## config.mk

```make
export PLATFORM = sky130hd
export DESIGN_NAME = biquad_iir_df2_filter
export DESIGN_NICKNAME = d
export VERILOG_FILES = /design/src/hdl/bqdf2_pkg.sv /design/src/hdl/biquad_iir_df2_filter.sv /design/src/hdl/bqdf2_mul.sv
export SDC_FILE = /design/constraint.sdc
export NUM_CORES = 2
export LEC_CHECK = 0
export BUFFER_PORTS_ARGS = -buffer_cell sky130_fd_sc_hd__buf_2
export CAP_MARGIN = 0
export CORE_ASPECT_RATIO = 1.25
export CORE_MARGIN = 1.5
export CORE_UTILIZATION = 60
export DETAILED_ROUTE_END_ITERATION = 7
export HOLD_SLACK_MARGIN = 0.15
export PLACE_DENSITY = 0.76
export SYNTH_ARGS = -nofsm -noshare
export SYNTH_HDL_FRONTEND = slang
export SYNTH_SLANG_ARGS = --single-unit
```

## constraint.sdc

```tcl
create_clock -name aclk -period 11.5 [get_ports aclk]
set_input_delay 0.575 -clock aclk [delete_from_list [all_inputs] [get_ports aclk]]
set_output_delay 0.575 -clock aclk [all_outputs]
set_load 0.02 [all_outputs]
```

## src/hdl/bqdf2_pkg.sv

```systemverilog
// ----------------------------------------------------------------------------
// bqdf2_pkg
// Shared types and constants of the direct form II biquad section: word
// widths, configuration register map with reset values, sequencer states.
// ----------------------------------------------------------------------------
package bqdf2_pkg;

    // Coefficient and gain words (Q4.f), delay line words
    localparam int COEFF_W   = 20;
    localparam int DELAY_W   = 32;

    // Configuration register map
    localparam int REG_COUNT = 7;
    localparam int REG_IDX_W = 3;

    typedef enum logic [REG_IDX_W-1:0] {
        REG_B0  = 3'd0,
        REG_B1  = 3'd1,
        REG_B2  = 3'd2,
        REG_A1  = 3'd3,
        REG_A2  = 3'd4,
        REG_GIN = 3'd5,
        REG_GOUT = 3'd6,
        REG_NONE = 3'd7
    } reg_idx_t;

    // Register reset values
    localparam logic signed [COEFF_W-1:0] RST_B0   = 20'sd65536;
    localparam logic signed [COEFF_W-1:0] RST_B1   = 20'sd65536;
    localparam logic signed [COEFF_W-1:0] RST_B2   = 20'sd0;
    localparam logic signed [COEFF_W-1:0] RST_A1   = -20'sd64312;
    localparam logic signed [COEFF_W-1:0] RST_A2   = 20'sd0;
    localparam logic signed [COEFF_W-1:0] RST_GIN  = 20'sd612;
    localparam logic signed [COEFF_W-1:0] RST_GOUT = 20'sd65536;

    // Sequencer: one state per multiplier use plus idle, sum, v and output
    typedef enum logic [10:0] {
        ST_IDLE = 11'b000_0000_0001,
        ST_G0   = 11'b000_0000_0010,
        ST_A1   = 11'b000_0000_0100,
        ST_A2   = 11'b000_0000_1000,
        ST_B1   = 11'b000_0001_0000,
        ST_B2   = 11'b000_0010_0000,
        ST_B0   = 11'b000_0100_0000,
        ST_SUM  = 11'b000_1000_0000,
        ST_V    = 11'b001_0000_0000,
        ST_G1   = 11'b010_0000_0000,
        ST_OUT  = 11'b100_0000_0000
    } state_t;

endpackage

```

## src/hdl/biquad_iir_df2_filter.sv

```systemverilog
// An accepted input word walks the multiply schedule to m_tvalid; a new
// word is taken only in idle. One shared multiplier is used seven times
// per sample under a one-hot sequencer, plus rounding steps.
// A pending output word stalls the final step until m_tready.
// Reset (aresetn low, synchronous): delays clear, registers take their reset
// values, sequencer returns to idle and the output word is dropped.
// ----------------------------------------------------------------------------
// biquad_iir_df2_filter
// Second-order IIR section, direct form II, with input and output gain,
// fixed point with saturation of the intermediate value and the output.
// ----------------------------------------------------------------------------
module biquad_iir_df2_filter
    import bqdf2_pkg::*;
#(
    parameter int SAMPLE_WIDTH    = 16,
    parameter int COEFF_FRAC_BITS = 16
) (
    input  logic                                      aclk,
    input  logic                                      aresetn,
    // configuration write channel
    input  logic                                      cfg_valid,
    output logic                                      cfg_ready,
    input  logic [REG_IDX_W-1:0]                      cfg_index,
    input  logic [COEFF_W-1:0]                        cfg_data,
    // input samples
    input  logic                                      s_tvalid,
    output logic                                      s_tready,
    input  logic [((SAMPLE_WIDTH+7)/8)*8-1:0]         s_tdata,  // sample_in
    // filtered samples
    output logic                                      m_tvalid,
    input  logic                                      m_tready,
    output logic [((SAMPLE_WIDTH+7)/8)*8-1:0]         m_tdata,  // filtered_out
    output logic [0:0]                                m_tuser   // clipped
);

    localparam int TDATA_W    = ((SAMPLE_WIDTH + 7) / 8) * 8;
    localparam int DELAY_FRAC = DELAY_W - SAMPLE_WIDTH;
    localparam int ACC_W      = COEFF_W + DELAY_W + 2;
    localparam int RND_W      = ACC_W + 1;
    localparam int V_W        = RND_W - COEFF_FRAC_BITS;
    localparam int MD_W       = (V_W > DELAY_W) ? V_W : DELAY_W;
    localparam int PROD_W     = COEFF_W + MD_W;
    localparam int FS         = COEFF_FRAC_BITS + DELAY_FRAC;
    localparam int Y_W        = ((PROD_W > FS) ? PROD_W : FS) + 1;

    // ------------------------------------------------------------------
    // Configuration registers
    // ------------------------------------------------------------------
    logic signed [COEFF_W-1:0] b0_reg, b1_reg, b2_reg, a1_reg, a2_reg;
    logic signed [COEFF_W-1:0] gin_reg, gout_reg;

    // no writes taken while in reset
    assign cfg_ready = aresetn;

    always_ff @(posedge aclk) begin
        if (!aresetn) begin
            b0_reg   <= RST_B0;
            b1_reg   <= RST_B1;
            b2_reg   <= RST_B2;
            a1_reg   <= RST_A1;
            a2_reg   <= RST_A2;
            gin_reg  <= RST_GIN;
            gout_reg <= RST_GOUT;
        end else if (cfg_valid && cfg_ready) begin
            unique case (reg_idx_t'(cfg_index))
                REG_B0:   b0_reg   <= cfg_data;
                REG_B1:   b1_reg   <= cfg_data;
                REG_B2:   b2_reg   <= cfg_data;
                REG_A1:   a1_reg   <= cfg_data;
                REG_A2:   a2_reg   <= cfg_data;
                REG_GIN:  gin_reg  <= cfg_data;
                REG_GOUT: gout_reg <= cfg_data;
                default:  ;
            endcase
        end
    end

    // ------------------------------------------------------------------
    // Sequencer and datapath registers
    // ------------------------------------------------------------------
    state_t                          state_reg, state_next;
    logic signed [SAMPLE_WIDTH-1:0]  sample_reg;
    logic signed [DELAY_W-1:0]       delay_one_reg, delay_two_reg;
    logic signed [DELAY_W-1:0]       w_reg, w_next;
    logic signed [V_W-1:0]           v_reg;
    logic signed [ACC_W-1:0]         acc_reg, acc_next;
    logic                            clip_reg, w_clip;
    logic                            m_valid_reg;
    logic signed [SAMPLE_WIDTH-1:0]  y_reg, y_next;
    logic                            m_clip_reg, y_clip;
    logic                            in_accept, out_load;

    logic                            mul_en;
    logic signed [COEFF_W-1:0]       mul_coeff;
    logic signed [MD_W-1:0]          mul_data;
    logic signed [PROD_W-1:0]        prod;

    assign s_tready  = aresetn && (state_reg == ST_IDLE);
    assign in_accept = s_tvalid && s_tready;
    assign out_load  = (state_reg == ST_OUT) && (!m_valid_reg || m_tready);

    // Next state: a fixed walk through the multiply schedule
    always_comb begin
        state_next = state_reg;
        unique case (state_reg)
            ST_IDLE: if (in_accept) state_next = ST_G0;
            ST_G0:   state_next = ST_A1;
            ST_A1:   state_next = ST_A2;
            ST_A2:   state_next = ST_B1;
            ST_B1:   state_next = ST_B2;
            ST_B2:   state_next = ST_B0;
            ST_B0:   state_next = ST_SUM;
            ST_SUM:  state_next = ST_V;
            ST_V:    state_next = ST_G1;
            ST_G1:   state_next = ST_OUT;
            ST_OUT:  if (out_load) state_next = ST_IDLE;
            default: state_next = ST_IDLE;
        endcase
    end

    // Multiplier operand select
    always_comb begin
        mul_en    = 1'b1;
        mul_coeff = gin_reg;
        mul_data  = MD_W'(DELAY_W'(sample_reg) <<< DELAY_FRAC);
        unique case (state_reg)
            ST_G0: begin
                mul_coeff = gin_reg;
                mul_data  = MD_W'(DELAY_W'(sample_reg) <<< DELAY_FRAC);
            end
            ST_A1: begin
                mul_coeff = a1_reg;
                mul_data  = MD_W'(delay_one_reg);
            end
            ST_A2: begin
                mul_coeff = a2_reg;
                mul_data  = MD_W'(delay_two_reg);
            end
            ST_B1: begin
                mul_coeff = b1_reg;
                mul_data  = MD_W'(delay_one_reg);
            end
            ST_B2: begin
                mul_coeff = b2_reg;
                mul_data  = MD_W'(delay_two_reg);
            end
            ST_B0: begin
                mul_coeff = b0_reg;
                mul_data  = MD_W'(w_reg);
            end
            ST_G1: begin
                mul_coeff = gout_reg;
                mul_data  = MD_W'(v_reg);
            end
            default: mul_en = 1'b0;
        endcase
    end

    bqdf2_mul #(
        .DATA_W (MD_W)
    ) u_mul (
        .aclk  (aclk),
        .en    (mul_en),
        .coeff (mul_coeff),
        .data  (mul_data),
        .prod  (prod)
    );

    // Round the accumulator by the coefficient fraction (ties upward)
    logic signed [RND_W-1:0] acc_rnd;
    logic signed [V_W-1:0]   v_full;
    logic signed [MD_W-1:0]  v_ext;
    logic [MD_W-DELAY_W:0]   w_top;

    assign acc_rnd = (RND_W'(acc_reg) + (RND_W'(1) <<< (COEFF_FRAC_BITS - 1)))
                     >>> COEFF_FRAC_BITS;
    assign v_full  = V_W'(acc_rnd);
    assign v_ext   = MD_W'(v_full);
    assign w_top   = v_ext[MD_W-1:DELAY_W-1];

    // Intermediate value saturated to the delay word
    always_comb begin
        w_clip = !((&w_top) || !(|w_top));
        if (!w_clip) begin
            w_next = DELAY_W'(v_ext);
        end else if (v_ext[MD_W-1]) begin
            w_next = {1'b1, {(DELAY_W-1){1'b0}}};
        end else begin
            w_next = {1'b0, {(DELAY_W-1){1'b1}}};
        end
    end

    // Output rounding and saturation to the sample width
    logic signed [Y_W-1:0]          y_rnd;
    logic [Y_W-SAMPLE_WIDTH:0]      y_top;

    assign y_rnd = (Y_W'(prod) + (Y_W'(1) <<< (FS - 1))) >>> FS;
    assign y_top = y_rnd[Y_W-1:SAMPLE_WIDTH-1];

    always_comb begin
        y_clip = !((&y_top) || !(|y_top));
        if (!y_clip) begin
            y_next = SAMPLE_WIDTH'(y_rnd);
        end else if (y_rnd[Y_W-1]) begin
            y_next = {1'b1, {(SAMPLE_WIDTH-1){1'b0}}};
        end else begin
            y_next = {1'b0, {(SAMPLE_WIDTH-1){1'b1}}};
        end
    end

    // Accumulator: feedback sum, then feedforward sum
    always_comb begin
        acc_next = acc_reg;
        unique case (state_reg)
            ST_A1:   acc_next = ACC_W'(prod);
            ST_A2:   acc_next = acc_reg - ACC_W'(prod);
            ST_B1:   acc_next = acc_reg - ACC_W'(prod);
            ST_B2:   acc_next = ACC_W'(prod);
            ST_B0:   acc_next = acc_reg + ACC_W'(prod);
            ST_SUM:  acc_next = acc_reg + ACC_W'(prod);
            default: acc_next = acc_reg;
        endcase
    end

    // Payload registers
    always_ff @(posedge aclk) begin
        acc_reg <= acc_next;
        if (in_accept) begin
            sample_reg <= SAMPLE_WIDTH'(s_tdata);
        end
        if (state_reg == ST_B2) begin
            w_reg    <= w_next;
            clip_reg <= w_clip;
        end
        if (state_reg == ST_V) begin
            v_reg <= v_full;
        end
        if (out_load) begin
            y_reg      <= y_next;
            m_clip_reg <= clip_reg | y_clip;
        end
    end

    // Control state, delay line and output valid
    always_ff @(posedge aclk) begin
        if (!aresetn) begin
            state_reg     <= ST_IDLE;
            delay_one_reg <= '0;
            delay_two_reg <= '0;
            m_valid_reg   <= 1'b0;
        end else begin
            state_reg <= state_next;
            if (out_load) begin
                delay_two_reg <= delay_one_reg;
                delay_one_reg <= w_reg;
                m_valid_reg   <= 1'b1;
            end else if (m_tready) begin
                m_valid_reg <= 1'b0;
            end
        end
    end

    assign m_tvalid = m_valid_reg;
    assign m_tdata  = TDATA_W'(unsigned'(y_reg));
    assign m_tuser  = m_clip_reg;

    // ------------------------------------------------------------------
    // Assertions
    // ------------------------------------------------------------------
    a_accept_starts : assert property (@(posedge aclk) disable iff (!aresetn)
        in_accept |=> state_reg == ST_G0)
        else $error("accepted word did not start the multiply schedule");

    a_valid_from_out : assert property (@(posedge aclk) disable iff (!aresetn)
        $rose(m_tvalid) |-> $past(state_reg == ST_OUT))
        else $error("output word appeared outside the final step");

    a_delay_hold : assert property (@(posedge aclk) disable iff (!aresetn)
        !out_load |=> $stable(delay_one_reg) && $stable(delay_two_reg))
        else $error("delay line moved without an output word");

    a_out_loads : assert property (@(posedge aclk) disable iff (!aresetn)
        out_load |=> m_tvalid && state_reg == ST_IDLE)
        else $error("final step did not present a word");

endmodule

```

## src/hdl/bqdf2_mul.sv

```systemverilog
// ----------------------------------------------------------------------------
// bqdf2_mul
// Shared signed multiplier: coefficient word times data word, product
// registered. One product per enabled cycle.
// ----------------------------------------------------------------------------
module bqdf2_mul
    import bqdf2_pkg::*;
#(
    parameter int DATA_W = 32
) (
    input  logic                              aclk,
    input  logic                              en,
    input  logic signed [COEFF_W-1:0]         coeff,
    input  logic signed [DATA_W-1:0]          data,
    output logic signed [COEFF_W+DATA_W-1:0]  prod
);

    logic signed [COEFF_W+DATA_W-1:0] prod_reg;
    logic signed [COEFF_W+DATA_W-1:0] prod_next;

    assign prod_next = (COEFF_W+DATA_W)'(coeff) * (COEFF_W+DATA_W)'(data);

    // Product register
    always_ff @(posedge aclk) begin
        if (en) begin
            prod_reg <= prod_next;
        end
    end

    assign prod = prod_reg;

endmodule
```

Yosys cells after proc, flatten, opt, wreduce, memory -nomap -nowiden

Cells that the tools add are included.

Register bits after elaboration: 434
Output and inout bits: 20
Input bits: 44
Logic and storage cells: 90

Reductions and logical operators: 33
Bitwise logic cells: 1
Multipliers: 1
Equal/unequal tests: 19
Add/subtract/negate cells: 4
Mux-type cells: 13

Operators by type and width:

| operator               | number |
|---|---|
| $pmux 54 s3            | 1 |
| $pmux 39 s4            | 1 |
| $pmux 11 s11           | 1 |
| $pmux 20 s6            | 1 |
| $mux 32                | 2 |
| $add 59x33->60 const B | 1 |
| $mul 20x39->59         | 1 |
| $add 54x17->55 const B | 1 |
| $add 54x54->54         | 1 |
| $sub 54x54->54         | 1 |
| $mux 16                | 2 |
| $mux 11                | 2 |
| $reduce_and 2->1       | 8 |
| $reduce_and 13->1      | 1 |
| $reduce_or 13->1       | 1 |
| $eq 11x1->1 const B    | 1 |
| $eq 11x10->1 const B   | 1 |
| $eq 11x11->1 const B   | 1 |
| $eq 11x2->1 const B    | 1 |
| $eq 11x3->1 const B    | 1 |
| $eq 11x4->1 const B    | 1 |
| $eq 11x5->1 const B    | 1 |
| $eq 11x6->1 const B    | 1 |
| $eq 11x7->1 const B    | 1 |
| 18 further kinds       | 37 |

Depth between registers and ports, before layout

Depth after elaboration: 6
Mapped depth: 37
Mapped depth without buffers: 33

Hierarchy

A second synthesis with hierarchy kept.

Cells, all modules: 5622
Area total of the unflattened synthesis: 50303.2 µm²

Modules (own cells, without submodules):

| module                | sequential area each (µm²) | instances | area an instance (µm²) | cells an instance |
|---|---|---|---|---|
| bqdf2_mul             | 1771.7                     | 1         | 28745.1                | 3114 |
| biquad_iir_df2_filter | 9098.7                     | 1         | 21558.2                | 2508 |

Worst setup path before layout

OpenSTA, ideal clock, no wires.

Kind: register to register
Start point: register state_reg[0]
End point: register u_mul.prod_reg[47] (netlist: u_mul.prod[47]) (data pin)
Clock period less this slack: 9.250 ns
Library setup time: 0.271 ns
Setup slack: 2.250 ns
Buffers on the path: 4
Arrival: 8.979 ns
Stages on the path, launching flop included: 35
Cell sequence: dfxtp_1 -> nor2_1 -> and4b_1 -> nand2_1 -> nor3b_1 -> clkbuf_1 -> buf_2 -> a22oi_1 -> nand3_1 -> clkbuf_1 -> nand2_1 -> fa_1 -> inv_1 -> fa_1 -> inv_1 -> fa_1 -> inv_1 -> fa_1 -> fa_1 -> fa_1 -> inv_1 -> fa_1 -> inv_1 -> ha_1 -> clkbuf_1 -> a21oi_1 -> o21ai_0 -> a2111oi_0 -> nand3_1 -> a31oi_1 -> o21ai_0 -> a21oi_1 -> o21ai_1 -> a2111oi_0 -> xnor2_1

Cells in the longest elaborated chain, start to end: 4
Elaborated cells between the ends (all ways): 11
Those cells by class: mul (1); eq/ne (6); mux (2); reduce/logical (2)

RTL lines:

| element                                   | RTL line                     | text |
|---|---|---|
| from (decl)                               | biquad_iir_df2_filter.sv:81  | `state_t state_reg, state_next;` |
| from (signal assigned)                    | biquad_iir_df2_filter.sv:252 | `state_reg <= state_next;` |
| $eq 11x6->1, or another cell as far along | biquad_iir_df2_filter.sv:126 | `unique case (state_reg)` |
| $reduce_or 2->1 (no line)                 | --                           |  |
| $pmux 39 s4                               | biquad_iir_df2_filter.sv:126 |  |
| $mul 20x39->59 *                          | bqdf2_mul.sv:21              | `assign prod_next = (COEFF_W+DATA_W)'(coeff) * (COEFF_W+DATA_W)'(data);` |
| named net u_mul.prod_next[47]             | bqdf2_mul.sv:19              | `logic signed [COEFF_W+DATA_W-1:0] prod_next;` |
| to (signal assigned)                      | bqdf2_mul.sv:26              | `prod_reg <= prod_next;` |
| to (decl)                                 | bqdf2_mul.sv:18              | `logic signed [COEFF_W+DATA_W-1:0] prod_reg;` |

Mark *: on every way through the listed nets, which the timed path passes. The rest lies on a longest branch.
A chain may end at the register's enable or synchronous reset.

Final worst setup path

Start point: register state_reg[0]
End point: register u_mul.prod_reg[55] (netlist: u_mul.prod[55]) (data pin)

Same word-level chain as after synthesis.

==> reports/metrics.csv <==
metric,value,unit
internal power,4.088,mW
"Reg clk slew, reported paths",0.07,ns
CTS Buffer Depth,3,
CP Capture Type,flop,
share of total power in the clock network,23.0,%
H-tree Lvls,2,
residual DRC count,2,
CP peak stage delay,0.84,ns
RR Endpoint,u_mul.prod[55]$_DFFE_PP_,
fraction of layout cells with a size suffix above 1,5.943,%
Port-buffer cells,63,
TritonCTS clock tree,yes,
DPL Wire Length,115.6,mm
GP Congestion,1.057,
worst hold endpoint,sample_reg[0]$_DFFE_PP_,
CP Max Fanout,33,
Crit path required time,11.85,ns
Crit path top cell by count,fa_1,
row cnt,116,
grt ovf,0,
I/O pin count,64,
largest net degree at the start of global routing,109,
worst slew pin tran,1.334,ns
asr flop ratio synth,0,%
min cycle time layout,10.77,ns
first-pass GRT wire length,230.8,mm
Tcrit/Tclk final,93.66,%
post-route ant nets,0,
"Clk Latency, worst-skew pair",0.63,ns
Seq pwr share,25.9,%
multi-input logic area,33400,sq um
max cap viols,0,
Synthesis Warnings,0,
Mapped Nets,6633,
count of different cell masters after synthesis,84,
Die Height,321.9,um
Die Span X,258.2,um
vias,40200,
WL final,149.0,mm
total CTS buffers,48,
antenna violations before repair,0,
Worst Hold Depth,1,
Seq cells post-synth,434,
Post-Route Setup TNS,0,ns
RSZ-0062 raised after global routing,no,
Initial Util,60.83,%
Total Routing Usage GR,36.54,%
Leak,23.14,nW
Worst Path Arrival,11.12,ns
Area Overhead vs Synth,6.550,%
R2R cell count,30,
Peak VDD IR,0.4558,mV
Hold Fails Final Rpt,0,
DRT Pass-1 Iters,8,
part of the Yosys area used for sequential elements,22.26,%
die area,83110,sq um
hold path start,s_tdata[0],
"Worst Setup Slack, final",0.7290,ns
"EDFF count, synth",218,
Initial DRC Count,4128,
Clock Root Buffer,clkbuf_16,
Final Setup Violations,0,
status,"finished, violations left",
Fmax,92.84,MHz
hold crit path type,input port to flop,
max-slew violation count,0,
clock sink count,434,
max reg flops,59,
power per cell area,136.8,nW/um^2
Final nets,6572,
Sequential Area,10870,sq um
Psw,3.027,mW
combinational share of power,51.1,%
post-synthesis cell area,48830,sq um
Slew headroom,11.04,%
crit path kind,flop to flop,
Post-CTS Setup Inserts,0,
worst reg-to-reg setup slack,0.73,ns
Cells after Synth,5624,
Clock Skew,0.02947,ns
Routed WL per cell,22.35,um
number of gates resized after cts,0,
FF-to-FF Start,state_reg[0]$_SDFFE_PN1P_,
Post-CTS Hold Buffers,13,
failing checks,design-rule violations,
Slowest cell on crit path,and2_0,
Worst Setup Start Kind,flop,
Core Footprint,80260,sq um
commonest register cell after synthesis,edfxtp_1,
Mapped Avg Cell Area,8.682,sq um
Avg Vias per Cell,6.031,
FILL cells,6675,
vias in the first global route,41140,
pre-CTS setup slack,1.000,ns
Sw Ratio,42.55,%
cell usage after synthesis (27+ instances only):
master       n  area [sq um]
o21bai_1    27         202.7
xnor2_1    138          1209
nand2b_1    40         250.2
fa_1       763         15270
ha_1       202          2527
clkbuf_1   212         795.8
and2_1      48         300.3
o21ai_0    131         655.6
a222oi_1    32         320.3
a31oi_1     35         219.0
nor2_1     469          1760
xor2_1      80         700.7
inv_1      948          3558
buf_2       57         285.3
edfxtp_1   218          6546
a21oi_1    394          1972
a22oi_1     51         382.9
a21o_1      56         420.4
nor3_1      34         170.2
nand2_1   1060          3979
dfxtp_1    216          4324
nand3_1     79         395.4
cell families after synthesis:
logic type / after synthesis / share of synthesized area, %
and+or+nand+nor: 1891 / 16.39
xor gates and xnor gates: 218 / 3.911
buffers and inverters: 1234 / 9.681
muxes: 4 / 0.09225
adders and majority gates: 965 / 36.46
AOI/OAI and AO/OA: 878 / 11.20
DFF: 434 / 22.26
layer usage:
layer	vias up	GRT usage, %	routed length (um)
met5	-	0	0
met2	1970	62.28	73290
li1	17620	-	-
met3	668	5.941	11240
met1	19940	40.45	50080
met4	0	29.51	14370
metrics by stage:
stage / instance area [sq um] / hold slack, ns / power [mW] / util, % / std cells
2_1_floorplan: 48830 / 0.4314 / 4.334 / - / 5624
3_3_place_gp: 50220 / 0.4380 / 5.357 / 62.57 / 6562
3_5_place_dp: 50220 / 0.4434 / 5.404 / 62.57 / 6562
4_1_cts: 52020 / 0.1546 / 7.056 / 64.81 / 6665
5_1_grt: 52020 / 0.1646 / 7.532 / 64.81 / 6665
6_report: 52020 / 0.1839 / 7.115 / 64.82 / 6666
worst max-delay path, delay by kind of cell, from the launching register on:
| kind | cells | cell delay (ns) |
|---|---|---|
| simple gates | 11 | 3.49 |
| flops | 1 | 0.32 |
| fa+ha+maj | 8 | 4.22 |
| buf+inv | 6 | 0.95 |
| compound gates | 5 | 1.44 |
worst max path at each step:
| stage | start | end | slack, ns |
|---|---|---|---|
| after floorplan | state_reg[0]$_SDFFE_PN1P_ | u_mul.prod[47]$_DFFE_PP_ | 2.25 |
| after CTS | state_reg[0]$_SDFFE_PN1P_ | u_mul.prod[55]$_DFFE_PP_ | 0.91 |
| final | state_reg[0]$_SDFFE_PN1P_ | u_mul.prod[55]$_DFFE_PP_ | 0.73 |
| after global routing | state_reg[0]$_SDFFE_PN1P_ | u_mul.prod[55]$_DFFE_PP_ | 0.17 |
| after detailed placement | state_reg[0]$_SDFFE_PN1P_ | u_mul.prod[55]$_DFFE_PP_ | 1.00 |
| after global placement | state_reg[5]$_SDFFE_PN0P_ | u_mul.prod[55]$_DFFE_PP_ | 1.19 |
power by group through the flow:
stage	Combinational, mW	Sequential [mW]	Clock [mW]
finish	3.63	1.85	1.64
global route	3.97	1.85	1.71
CTS	3.57	1.84	1.64
detailed placement	3.53	1.88	0
global placement	3.48	1.88	0
floorplan	2.49	1.84	0
cell usage in the layout (no fill, tap or decap), types with 24 or more instances in the layout:
| cell | instances |
|---|---|
| nor3_1 | 30 |
| nand3_1 | 79 |
| clkbuf_16 | 48 |
| a31oi_1 | 35 |
| a222oi_1 | 32 |
| edfxtp_1 | 218 |
| o21ai_0 | 131 |
| inv_1 | 947 |
| xor2_1 | 80 |
| ha_1 | 202 |
| and2_1 | 48 |
| a21oi_1 | 392 |
| buf_2 | 63 |
| and3_1 | 26 |
| nand2_1 | 1059 |
| dfxtp_1 | 216 |
| fa_1 | 763 |
| a22oi_1 | 51 |
| nand2b_1 | 39 |
| a21o_1 | 56 |
| nand4_1 | 24 |
| o21bai_1 | 27 |
| nor2_1 | 464 |
| xnor2_1 | 138 |
| buf_4 | 98 |
cell type report:
type,count,area share (%)
sequential,434,20.90
timing repair buffer,174,2.270
tap,1062,2.554
antenna,1,0.004810
inverter,949,6.857
clock buffer,61,2.518
clock inverter,29,0.6975
multi-input combinational,3956,64.20
Power figures use the tool's default switching activity.
